$ cat config.mk
export PLATFORM = sky130hd
export DESIGN_NAME = chunked_body_deframer
export DESIGN_NICKNAME = d
export VERILOG_FILES = /design/src/design/cbd_pkg.sv /design/src/design/cbd_in_stage.sv /design/src/design/cbd_parser.sv /design/src/design/cbd_out_stage.sv /design/src/design/chunked_body_deframer.sv
export SDC_FILE = /design/constraint.sdc
export NUM_CORES = 1
export LEC_CHECK = 0
export CAP_MARGIN = 20
export CORE_UTILIZATION = 45
export DETAILED_ROUTE_END_ITERATION = 7
export DONT_BUFFER_PORTS = 1
export HOLD_SLACK_MARGIN = 0.03
export PLACE_DENSITY = 0.74
export SLEW_MARGIN = 20
export SYNTH_ARGS = -nofsm -noshare
export SYNTH_HDL_FRONTEND = slang
export SYNTH_SLANG_ARGS = --single-unit
export TNS_END_PERCENT = 10
$ cat constraint.sdc
create_clock -name clk -period 3.15 [get_ports clk]
set_clock_uncertainty 0.1 [all_clocks]
set_input_delay 0.4725 -clock clk [delete_from_list [all_inputs] [get_ports clk]]
set_output_delay 0.4725 -clock clk [all_outputs]
set_load 0.005 [all_outputs]
$ cat src/design/cbd_pkg.sv
// cbd_pkg: shared types, widths, status codes and character constants
// for the chunked body deframer; no dependencies
`default_nettype none

package cbd_pkg;

    localparam int CHUNK_SIZE_BITS = 32;
    localparam int LENGTH_BITS     = 48;
    localparam int CFG_DATA_BITS   = 48;
    localparam int CFG_INDEX_BITS  = 2;

    // configuration register indexes
    localparam logic [CFG_INDEX_BITS-1:0] CFG_LEN_CHECK_EN = 2'd0;
    localparam logic [CFG_INDEX_BITS-1:0] CFG_EXPECTED_LEN = 2'd1;

    // status codes
    localparam logic [2:0] ST_RUN      = 3'd0;
    localparam logic [2:0] ST_DONE     = 3'd1;
    localparam logic [2:0] ST_BAD_SIZE = 3'd2;
    localparam logic [2:0] ST_BAD_TERM = 3'd3;
    localparam logic [2:0] ST_TRUNC    = 3'd4;
    localparam logic [2:0] ST_MISMATCH = 3'd5;

    localparam logic [7:0] CH_LF   = 8'h0A;
    localparam logic [7:0] CH_CR   = 8'h0D;
    localparam logic [7:0] CH_SEMI = 8'h3B;

    typedef struct packed {
        logic [7:0] in_byte;
        logic       in_last;
    } item_t;

    typedef struct packed {
        logic                   out_valid;
        logic [7:0]             out_byte;
        logic [2:0]             status;
        logic [LENGTH_BITS-1:0] decoded_length;
    } result_t;

    typedef struct packed {
        logic       ok;
        logic [3:0] value;
    } hex_t;

    function automatic hex_t hex_decode(input logic [7:0] c);
        hex_t h;
        h.ok    = 1'b1;
        h.value = 4'd0;
        if (c >= 8'h30 && c <= 8'h39)
        begin
            h.value = 4'(c - 8'h30);
        end
        else if (c >= 8'h61 && c <= 8'h66)
        begin
            h.value = 4'(c - 8'h57);
        end
        else if (c >= 8'h41 && c <= 8'h46)
        begin
            h.value = 4'(c - 8'h37);
        end
        else
        begin
            h.ok = 1'b0;
        end
        return h;
    endfunction

endpackage

`default_nettype wire

$ cat src/design/cbd_in_stage.sv
// cbd_in_stage: input register that holds one raw word for the parser
// depends on cbd_pkg
`default_nettype none

module cbd_in_stage (
    input  wire logic          clk,
    input  wire logic          rst_n,
    input  wire logic          in_valid,
    output logic               in_stall,
    input  wire cbd_pkg::item_t in_item,
    input  wire logic          advance,
    output logic               item_valid,
    output cbd_pkg::item_t     item
);

    logic           valid_reg;
    logic           valid_next;
    cbd_pkg::item_t item_reg;
    logic           accept;

    // full and not draining this cycle
    assign in_stall = valid_reg && !advance;
    assign accept   = in_valid && !in_stall;

    always_comb
    begin
        valid_next = valid_reg;
        if (accept)
        begin
            valid_next = 1'b1;
        end
        else if (advance)
        begin
            valid_next = 1'b0;
        end
    end

    always_ff @(posedge clk or negedge rst_n)
    begin
        if (!rst_n)
        begin
            valid_reg <= 1'b0;
        end
        else
        begin
            valid_reg <= valid_next;
        end
    end

    always_ff @(posedge clk)
    begin
        if (accept)
        begin
            item_reg <= in_item;
        end
    end

    assign item_valid = valid_reg;
    assign item       = item_reg;

endmodule

`default_nettype wire

$ cat src/design/cbd_parser.sv
// cbd_parser: framing state and the per-word step that strips chunk
// framing, counts payload and latches status; depends on cbd_pkg
`default_nettype none

module cbd_parser (
    input  wire logic                                 clk,
    input  wire logic                                 rst_n,
    input  wire logic                                 cfg_we,
    input  wire logic [cbd_pkg::CFG_INDEX_BITS-1:0]   cfg_index,
    input  wire logic [cbd_pkg::CFG_DATA_BITS-1:0]    cfg_data,
    input  wire logic                                 advance,
    input  wire cbd_pkg::item_t                       item,
    output cbd_pkg::result_t                          result
);

    typedef enum logic [2:0] {
        PH_SIZE,
        PH_DATA,
        PH_TERM_CR,
        PH_TERM_LF,
        PH_TRAILER,
        PH_STOP
    } phase_t;

    localparam int CSB = cbd_pkg::CHUNK_SIZE_BITS;
    localparam int LB  = cbd_pkg::LENGTH_BITS;

    phase_t           phase_reg, phase_next;
    logic [CSB-1:0]   remain_reg, remain_next;
    logic [CSB-1:0]   accum_reg, accum_next;
    logic             digits_reg, digits_next;
    logic             ext_reg, ext_next;
    logic             pcr_reg, pcr_next;
    logic             nonempty_reg, nonempty_next;
    logic [LB-1:0]    count_reg, count_next;
    logic [2:0]       status_reg, status_next;
    logic             len_chk_reg;
    logic [LB-1:0]    exp_len_reg;

    logic             emit;
    logic [7:0]       c;
    cbd_pkg::hex_t    hx;

    assign c  = item.in_byte;
    assign hx = cbd_pkg::hex_decode(c);

    always_comb
    begin
        phase_next    = phase_reg;
        remain_next   = remain_reg;
        accum_next    = accum_reg;
        digits_next   = digits_reg;
        ext_next      = ext_reg;
        pcr_next      = pcr_reg;
        nonempty_next = nonempty_reg;
        count_next    = count_reg;
        status_next   = status_reg;
        emit          = 1'b0;

        case (phase_reg)
            PH_SIZE:
            begin
                if (c == cbd_pkg::CH_LF)
                begin
                    if (!digits_reg)
                    begin
                        phase_next  = PH_STOP;
                        status_next = cbd_pkg::ST_BAD_SIZE;
                    end
                    else
                    begin
                        remain_next   = accum_reg;
                        phase_next    = (accum_reg == '0) ? PH_TRAILER : PH_DATA;
                        accum_next    = '0;
                        digits_next   = 1'b0;
                        ext_next      = 1'b0;
                        pcr_next      = 1'b0;
                        nonempty_next = 1'b0;
                    end
                end
                else if (ext_reg)
                begin
                    // extension text is skipped up to the line feed
                end
                else if (pcr_reg)
                begin
                    phase_next  = PH_STOP;
                    status_next = cbd_pkg::ST_BAD_SIZE;
                end
                else if (c == cbd_pkg::CH_CR)
                begin
                    pcr_next = 1'b1;
                end
                else if (c == cbd_pkg::CH_SEMI)
                begin
                    ext_next = 1'b1;
                end
                else if (!hx.ok || (accum_reg[CSB-1 -: 4] != 4'd0))
                begin
                    // not hex, or one more digit would overflow
                    phase_next  = PH_STOP;
                    status_next = cbd_pkg::ST_BAD_SIZE;
                end
                else
                begin
                    accum_next  = {accum_reg[CSB-5:0], hx.value};
                    digits_next = 1'b1;
                end
            end
            PH_DATA:
            begin
                emit        = 1'b1;
                count_next  = count_reg + LB'(1);
                remain_next = remain_reg - CSB'(1);
                if (remain_reg == CSB'(1))
                begin
                    phase_next = PH_TERM_CR;
                end
            end
            PH_TERM_CR:
            begin
                if (c == cbd_pkg::CH_CR)
                begin
                    phase_next = PH_TERM_LF;
                end
                else
                begin
                    phase_next  = PH_STOP;
                    status_next = cbd_pkg::ST_BAD_TERM;
                end
            end
            PH_TERM_LF:
            begin
                if (c == cbd_pkg::CH_LF)
                begin
                    phase_next    = PH_SIZE;
                    accum_next    = '0;
                    digits_next   = 1'b0;
                    ext_next      = 1'b0;
                    pcr_next      = 1'b0;
                    nonempty_next = 1'b0;
                end
                else
                begin
                    phase_next  = PH_STOP;
                    status_next = cbd_pkg::ST_BAD_TERM;
                end
            end
            PH_TRAILER:
            begin
                if (c == cbd_pkg::CH_LF)
                begin
                    if (!nonempty_reg)
                    begin
                        phase_next = PH_STOP;
                        if (len_chk_reg && (exp_len_reg != count_reg))
                        begin
                            status_next = cbd_pkg::ST_MISMATCH;
                        end
                        else
                        begin
                            status_next = cbd_pkg::ST_DONE;
                        end
                    end
                    else
                    begin
                        accum_next    = '0;
                        digits_next   = 1'b0;
                        ext_next      = 1'b0;
                        pcr_next      = 1'b0;
                        nonempty_next = 1'b0;
                    end
                end
                else if (c == cbd_pkg::CH_CR)
                begin
                    // a second cr makes the line nonempty
                    if (pcr_reg)
                    begin
                        nonempty_next = 1'b1;
                    end
                    pcr_next = 1'b1;
                end
                else
                begin
                    nonempty_next = 1'b1;
                    pcr_next      = 1'b0;
                end
            end
            default:
            begin
            end
        endcase

        if (item.in_last && (phase_next != PH_STOP))
        begin
            phase_next  = PH_STOP;
            status_next = cbd_pkg::ST_TRUNC;
        end
    end

    always_ff @(posedge clk or negedge rst_n)
    begin
        if (!rst_n)
        begin
            phase_reg    <= PH_SIZE;
            remain_reg   <= '0;
            accum_reg    <= '0;
            digits_reg   <= 1'b0;
            ext_reg      <= 1'b0;
            pcr_reg      <= 1'b0;
            nonempty_reg <= 1'b0;
            count_reg    <= '0;
            status_reg   <= cbd_pkg::ST_RUN;
            len_chk_reg  <= 1'b0;
            exp_len_reg  <= '0;
        end
        else
        begin
            if (advance)
            begin
                phase_reg    <= phase_next;
                remain_reg   <= remain_next;
                accum_reg    <= accum_next;
                digits_reg   <= digits_next;
                ext_reg      <= ext_next;
                pcr_reg      <= pcr_next;
                nonempty_reg <= nonempty_next;
                count_reg    <= count_next;
                status_reg   <= status_next;
            end
            if (cfg_we && (cfg_index == cbd_pkg::CFG_LEN_CHECK_EN))
            begin
                len_chk_reg <= cfg_data[0];
            end
            if (cfg_we && (cfg_index == cbd_pkg::CFG_EXPECTED_LEN))
            begin
                exp_len_reg <= cfg_data[LB-1:0];
            end
        end
    end

    always_comb
    begin
        result.out_valid      = emit;
        result.out_byte       = emit ? c : 8'd0;
        result.status         = status_next;
        result.decoded_length = count_next;
    end

endmodule

`default_nettype wire

$ cat src/design/cbd_out_stage.sv
// cbd_out_stage: result register toward the receiver, holds under stall
// depends on cbd_pkg
`default_nettype none

module cbd_out_stage (
    input  wire logic             clk,
    input  wire logic             rst_n,
    input  wire logic             load_valid,
    input  wire cbd_pkg::result_t load_result,
    output logic                  ready,
    output logic                  res_valid,
    input  wire logic             res_stall,
    output cbd_pkg::result_t      res
);

    logic             valid_reg;
    logic             valid_next;
    cbd_pkg::result_t res_reg;

    // room when empty or when the held word leaves this cycle
    assign ready = !valid_reg || !res_stall;

    always_comb
    begin
        valid_next = valid_reg;
        if (ready)
        begin
            valid_next = load_valid;
        end
    end

    always_ff @(posedge clk or negedge rst_n)
    begin
        if (!rst_n)
        begin
            valid_reg <= 1'b0;
        end
        else
        begin
            valid_reg <= valid_next;
        end
    end

    always_ff @(posedge clk)
    begin
        if (ready && load_valid)
        begin
            res_reg <= load_result;
        end
    end

    assign res_valid = valid_reg;
    assign res       = res_reg;

endmodule

`default_nettype wire

$ cat src/design/chunked_body_deframer.sv
// chunked_body_deframer: top level, input register, parser and result register
// depends on cbd_pkg, cbd_in_stage, cbd_parser, cbd_out_stage
//
// usage:
//   input channel in_valid/in_stall carries one raw body byte per word with
//   in_last marking the final byte. every accepted word gives exactly one
//   result word on res_valid/res_stall: out_valid/out_byte (a payload byte,
//   out_byte zero when none), status and decoded_length after that byte.
//   throughput is one word per cycle while the receiver does not stall. a
//   word is registered in the input register, parsed there and loaded into
//   the result register when the parser step advances. the framing state
//   updates once per word, set by the single parser step.
//   when the receiver stalls the result register holds its word, the input
//   register still takes one more word, and in_stall rises once both hold.
//   once status leaves running, later bytes are taken and answered with the
//   same status and count and no payload. reset clears both stages, the
//   framing state and the configuration (length check off, expected length
//   zero). the user must write configuration through cfg_we/cfg_index/cfg_data
//   only while the block is idle; the block itself does not enforce this.
`default_nettype none

module chunked_body_deframer (
    input  wire logic                                clk,
    input  wire logic                                rst_n,
    input  wire logic                                cfg_we,
    input  wire logic [cbd_pkg::CFG_INDEX_BITS-1:0]  cfg_index,
    input  wire logic [cbd_pkg::CFG_DATA_BITS-1:0]   cfg_data,
    input  wire logic                                in_valid,
    output logic                                     in_stall,
    input  wire logic [7:0]                          in_byte,
    input  wire logic                                in_last,
    output logic                                     res_valid,
    input  wire logic                                res_stall,
    output logic                                     out_valid,
    output logic [7:0]                               out_byte,
    output logic [2:0]                               status,
    output logic [cbd_pkg::LENGTH_BITS-1:0]          decoded_length
);

    cbd_pkg::item_t   in_item;
    cbd_pkg::item_t   item;
    cbd_pkg::result_t step_result;
    cbd_pkg::result_t res;
    logic             item_valid;
    logic             out_ready;
    logic             advance;

    assign in_item.in_byte = in_byte;
    assign in_item.in_last = in_last;
    assign advance         = item_valid && out_ready;

    cbd_in_stage u_in (
        .clk        (clk),
        .rst_n      (rst_n),
        .in_valid   (in_valid),
        .in_stall   (in_stall),
        .in_item    (in_item),
        .advance    (advance),
        .item_valid (item_valid),
        .item       (item)
    );

    cbd_parser u_parser (
        .clk       (clk),
        .rst_n     (rst_n),
        .cfg_we    (cfg_we),
        .cfg_index (cfg_index),
        .cfg_data  (cfg_data),
        .advance   (advance),
        .item      (item),
        .result    (step_result)
    );

    cbd_out_stage u_out (
        .clk         (clk),
        .rst_n       (rst_n),
        .load_valid  (item_valid),
        .load_result (step_result),
        .ready       (out_ready),
        .res_valid   (res_valid),
        .res_stall   (res_stall),
        .res         (res)
    );

    assign out_valid      = res.out_valid;
    assign out_byte       = res.out_byte;
    assign status         = res.status;
    assign decoded_length = res.decoded_length;

endmodule

`default_nettype wire

# After elaboration in Yosys (flattened, before gate mapping)
# Cells that the tools add are included.
# classes
addsub	5
n_lt_le_gt_ge	6
eq_ne	24
muxes	81
n_reduce_logical	30
# op_table
operator	count
$mux 32	12
$pmux 32 s3	1
$mux 3	27
$pmux 32 s2	1
$add 48x1->48 const B	1
$mux 48	1
$ne 48x48->1	1
$eq 32x1->1 const B	1
$logic_not 32->1	1
$sub 32x1->32 const B	1
$mux 1	30
$reduce_and 6->1	3
$eq 8x4->1 const B	2
$ge 8x7->1 const B	2
$le 8x7->1 const B	2
$ne 3x2->1 const B	5
$pmux 3 s5	1
$mux 4	3
$pmux 1 s3	4
$pmux 3 s4	1
$reduce_and 11->1	1
$logic_and 1x1->1	10
$ne 2x1->1 const B	5
$reduce_and 10->1	1
other kinds (19)	29
# totals
ff_bits	242
in_bits	64
output_inout_bits	62
elab_cells	165

# Logic depth before layout (Yosys ltp)
# depth
ltp_word	17
mapped_depth	10
depth_no_buf	9

# By module
# From an unflattened synthesis, not the netlist that was laid out.
# hier_totals
hier_cells	1142
area_unflattened_um2	12006.5
# by_module_without_submodules
module	n_inst	cells_each	area_each_um2	seq_area_each_um2
cbd_parser	1	1063	9823.2	4279.1
cbd_out_stage	1	64	1849.3	1826.8
cbd_in_stage	1	14	327.8	295.3
chunked_body_deframer	1	1	6.3	0.0

# Least setup slack after synthesis
# Ideal clock, no wire load.
# synth_timing
path_kind	input to register
startpoint	input port res_stall
endpoint	register u_parser.phase_reg[0]
setup_time_ns	0.091
arrival_ns	3.177
required_time_ns	2.959
slack_ns	-0.218
stages	6
path_buffers	1
path_cell_list	nand2_1 nand2_1 clkinv_1 clkbuf_1 o21ai_0 a22oi_1
# synth_between
elab_chain_cells	3
# synth_rtl
element	line	source
from (decl)	chunked_body_deframer.sv:33	input wire logic res_stall,
$logic_not 1->1	cbd_out_stage.sv:21	assign ready = !valid_reg || !res_stall;
$logic_or 1x1->1	cbd_out_stage.sv:21	
$logic_and 1x1->1	chunked_body_deframer.sv:50	assign advance = item_valid && out_ready;
via advance	chunked_body_deframer.sv:46	logic advance;
to (signal assigned)	cbd_parser.sv:221	phase_reg <= phase_next;
to (decl)	cbd_parser.sv:28	phase_t phase_reg, phase_next;
# The timed path passes the listed nets, and every way through them passes these cells.
# A chain may end at the register's enable or synchronous reset.

==> reports/qor.yml <==
outcome: "finished with violations"
violations: "hold timing"
clk_latency_ns: 0.54
io_pins: 126
hpwl_mm: 18.47
period_needed_ns: 2.859
dr_total_vias: 8555
placed_area_um2: 12160
peakVddDrop_uv: 614.9
chipWidth_um: 164.1
grt_pass1_wl_mm: 44.43
final_common_cell: "dfrtp_1"
dr.first_iter.drc_count: 771
rsz0062_at_grt: "false"
cts_root_buf: "clkbuf_16"
ys_top_cells_by_area: "dfrtp_1 37%, edfxtp_1 18%, xnor2_1 7.8%"
crit_slowest_cell: "or4_1"
synth_top_area_cell: "dfrtp_1"
clock_sinks: 242
syn_to_final_growth_pct: 14.83
track_usage_pct: 20.73
postRouteAntennaNets: 0
final_nets: 1244
p_leak_nw: 5.434
grt_pass1_vias: 8382
avgSynthCellArea_um2: 10.41
cp-start-kind: "register"
hold_path.class: "in -> async"
drive_above_1_share_pct: 10.49
antenna_found_initial: 0
final_cell_mix: "173 x dfrtp_1, 145 x nand2_1, 105 x xnor2_1"
fillers: 2154
viasPerCell: 5.621
async_flop_share_pct: 71.49
fmax_ghz: 0.3498
largest_register_ff_count: 60
grt_max_degree: 174
ctsHtreeMaxLevel: 1
ys.flop_type: "dfrtp_1"
synth.yosys.warnings: 0
final_max_slew_viol_count: 0
synth_cells: 1136
grt_overflow_total: 0
initial_utilization_pct: 46.43
timing.critical_path.from: "u_parser.remain_reg[8]"
period_share_pct: 90.75
tightest_slew_ns: 0.6881
wl_per_cell_um: 18.20
first_pass_iters: 5
yosysSeqAreaShare_pct: 54.12
crit_path_max_incr_delay_ns: 0.56
cts_hold_buf: 60
path_cells: "or4_1, nor4b_4, nand4_1, a211oi_1, a21boi_0, o31a_2, a21oi_1"
setup_viol: 0
setup-tns-final_ns: 0
ys_types: 68
p_per_area_nw_per_um2: 573.8
port_buffers: 0
die-area_um2: 26940
drc: 0
core-area_um2: 25470
regToRegSetupSlack_ns: 0.29
cts_resized: 0
cp_max_fo: 6
synth_seq_cells: 242
netlist_area_um2: 11830
totalWireLength_mm: 27.70
cts.path.max_buffers: 3
maxCapViolCount: 0
n_antenna_cell: 0
gp_congestion: 0.8906
cts_made_buffers: 25
r2r_start: "u_parser.remain_reg[8]"
hold_viol: 173
rows: 58
worstSetupPathType: "reg -> reg"
reg2regPathDepth: 7
clk_pin_slew_worst_paths_ns: 0.06
finalInstanceArea_um2: 13580
netlist.area_leader.share_pct: 36.60
cts_tree: "done"
worstPathRequired_ns: 3.32
die-height_um: 164.1
postSynthNetCount: 1207
cts_setup_buffers: 0
synth_enable_flop_cells: 69
whs_ns: -0.4674
relSlewSlack_pct: 54.13
endpoint_kind: "register"
arrival_ns: 3.02
==> power breakdown <==
group / internal [W] / total (W) / switching (W)
sequential: 0.00356 / 0.00389 / 0.000325
clock: 0.00172 / 0.00293 / 0.00121
combinational: 0.000470 / 0.000972 / 0.000501
total: 0.00576 / 0.00779 / 0.00204
==> per-stage QoR <==
stage | instances | total power, W | worst slack [ns] | utilization (%)
6_report | 1522 | 0.007793 | 0.2913 | 53.32
5_1_grt | 1522 | 0.008119 | 0.1208 | 53.32
4_1_cts | 1522 | 0.007831 | 0.3153 | 53.32
3_5_place_dp | 1416 | 0.004834 | 0.3334 | 47.74
3_3_place_gp | 1416 | 0.004795 | 0.4047 | 47.74
2_1_floorplan | 1136 | 0.004522 | 0.5497 | -
==> layout make-up <==
| cell class | count | area (um2) | share of cell area, % |
|---|---|---|---|
| clock buffers | 40 | 752.0 | 5.537 |
| clock inverters | 6 | 70.07 | 0.5159 |
| inverters | 15 | 57.56 | 0.4238 |
| multi-input cells | 808 | 5105 | 37.59 |
| flip-flops and latches | 242 | 6401 | 47.13 |
| well taps | 330 | 412.9 | 3.040 |
| repair buffers | 81 | 783.3 | 5.767 |
==> worst paths after layout <==
path,end
setup / recovery,u_out.res[48]
max in group asynchronous,u_parser.accum_reg[30]
hold / removal,u_parser.exp_len_reg[10]
hold reg to reg,u_out.res_valid
setup reg to reg,u_out.res[48]
min in group clk,u_parser.len_chk_reg
==> critical path, delay by kind of cell, from the launching register on <==
kind / cells / cell delay, ns
flops: 1 / 0.43
compound gates: 4 / 0.97
simple gates: 3 / 1.10
==> cells in the mapped netlist (2+ instances only) <==
master     count
a21oi_1       53
a22o_1         2
a22oi_1        8
a31oi_1       11
and2_1        12
and3_1        16
and4b_1        2
buf_1          7
buf_2          9
clkbuf_1      55
dfrtp_1      173
edfxtp_1      69
ha_1           7
inv_1         14
mux2_2        49
nand2_1      145
nand2b_1       3
nand3_1       42
nand3b_1       3
nand4_1       24
nand4bb_1      2
nor2_1        94
nor2b_1        2
nor3_1        23
nor3_2         2
nor4_1        18
nor4b_1        2
o21a_1         5
o21ai_0       69
o21ai_1        2
o221a_2        2
o22a_1         8
o22ai_1        4
o2bb2ai_1      3
o31ai_1        6
o32ai_1        2
or2_2          3
or3_1          6
or3b_1         2
or4_1          7
xnor2_1      105
xor2_1        39
==> routing by layer <==
| layer | track usage (%) | part of all wire, % | vias to the layer above |
|---|---|---|---|
| li1 | - | - | 4065 |
| met1 | 27.78 | 43 | 4188 |
| met2 | 35.37 | 49 | 266 |
| met3 | 3.333 | 5.8 | 36 |
| met4 | 4.125 | 1.6 | 0 |
| met5 | 0 | 0 | - |
==> cells by family (layout without fill, tap and decap cells) <==
kind of cell / Yosys count / count (layout) / share of synthesized area, %
simple gates: 418 / 418 / 17.30
flops: 242 / 242 / 54.12
compound gates: 189 / 189 / 9.606
xor+xnor: 144 / 144 / 10.66
buf+inv: 86 / 142 / 2.824
mux: 50 / 50 / 4.750
fa+ha+maj: 7 / 7 / 0.7405
(Power assumes the default switching activity.)
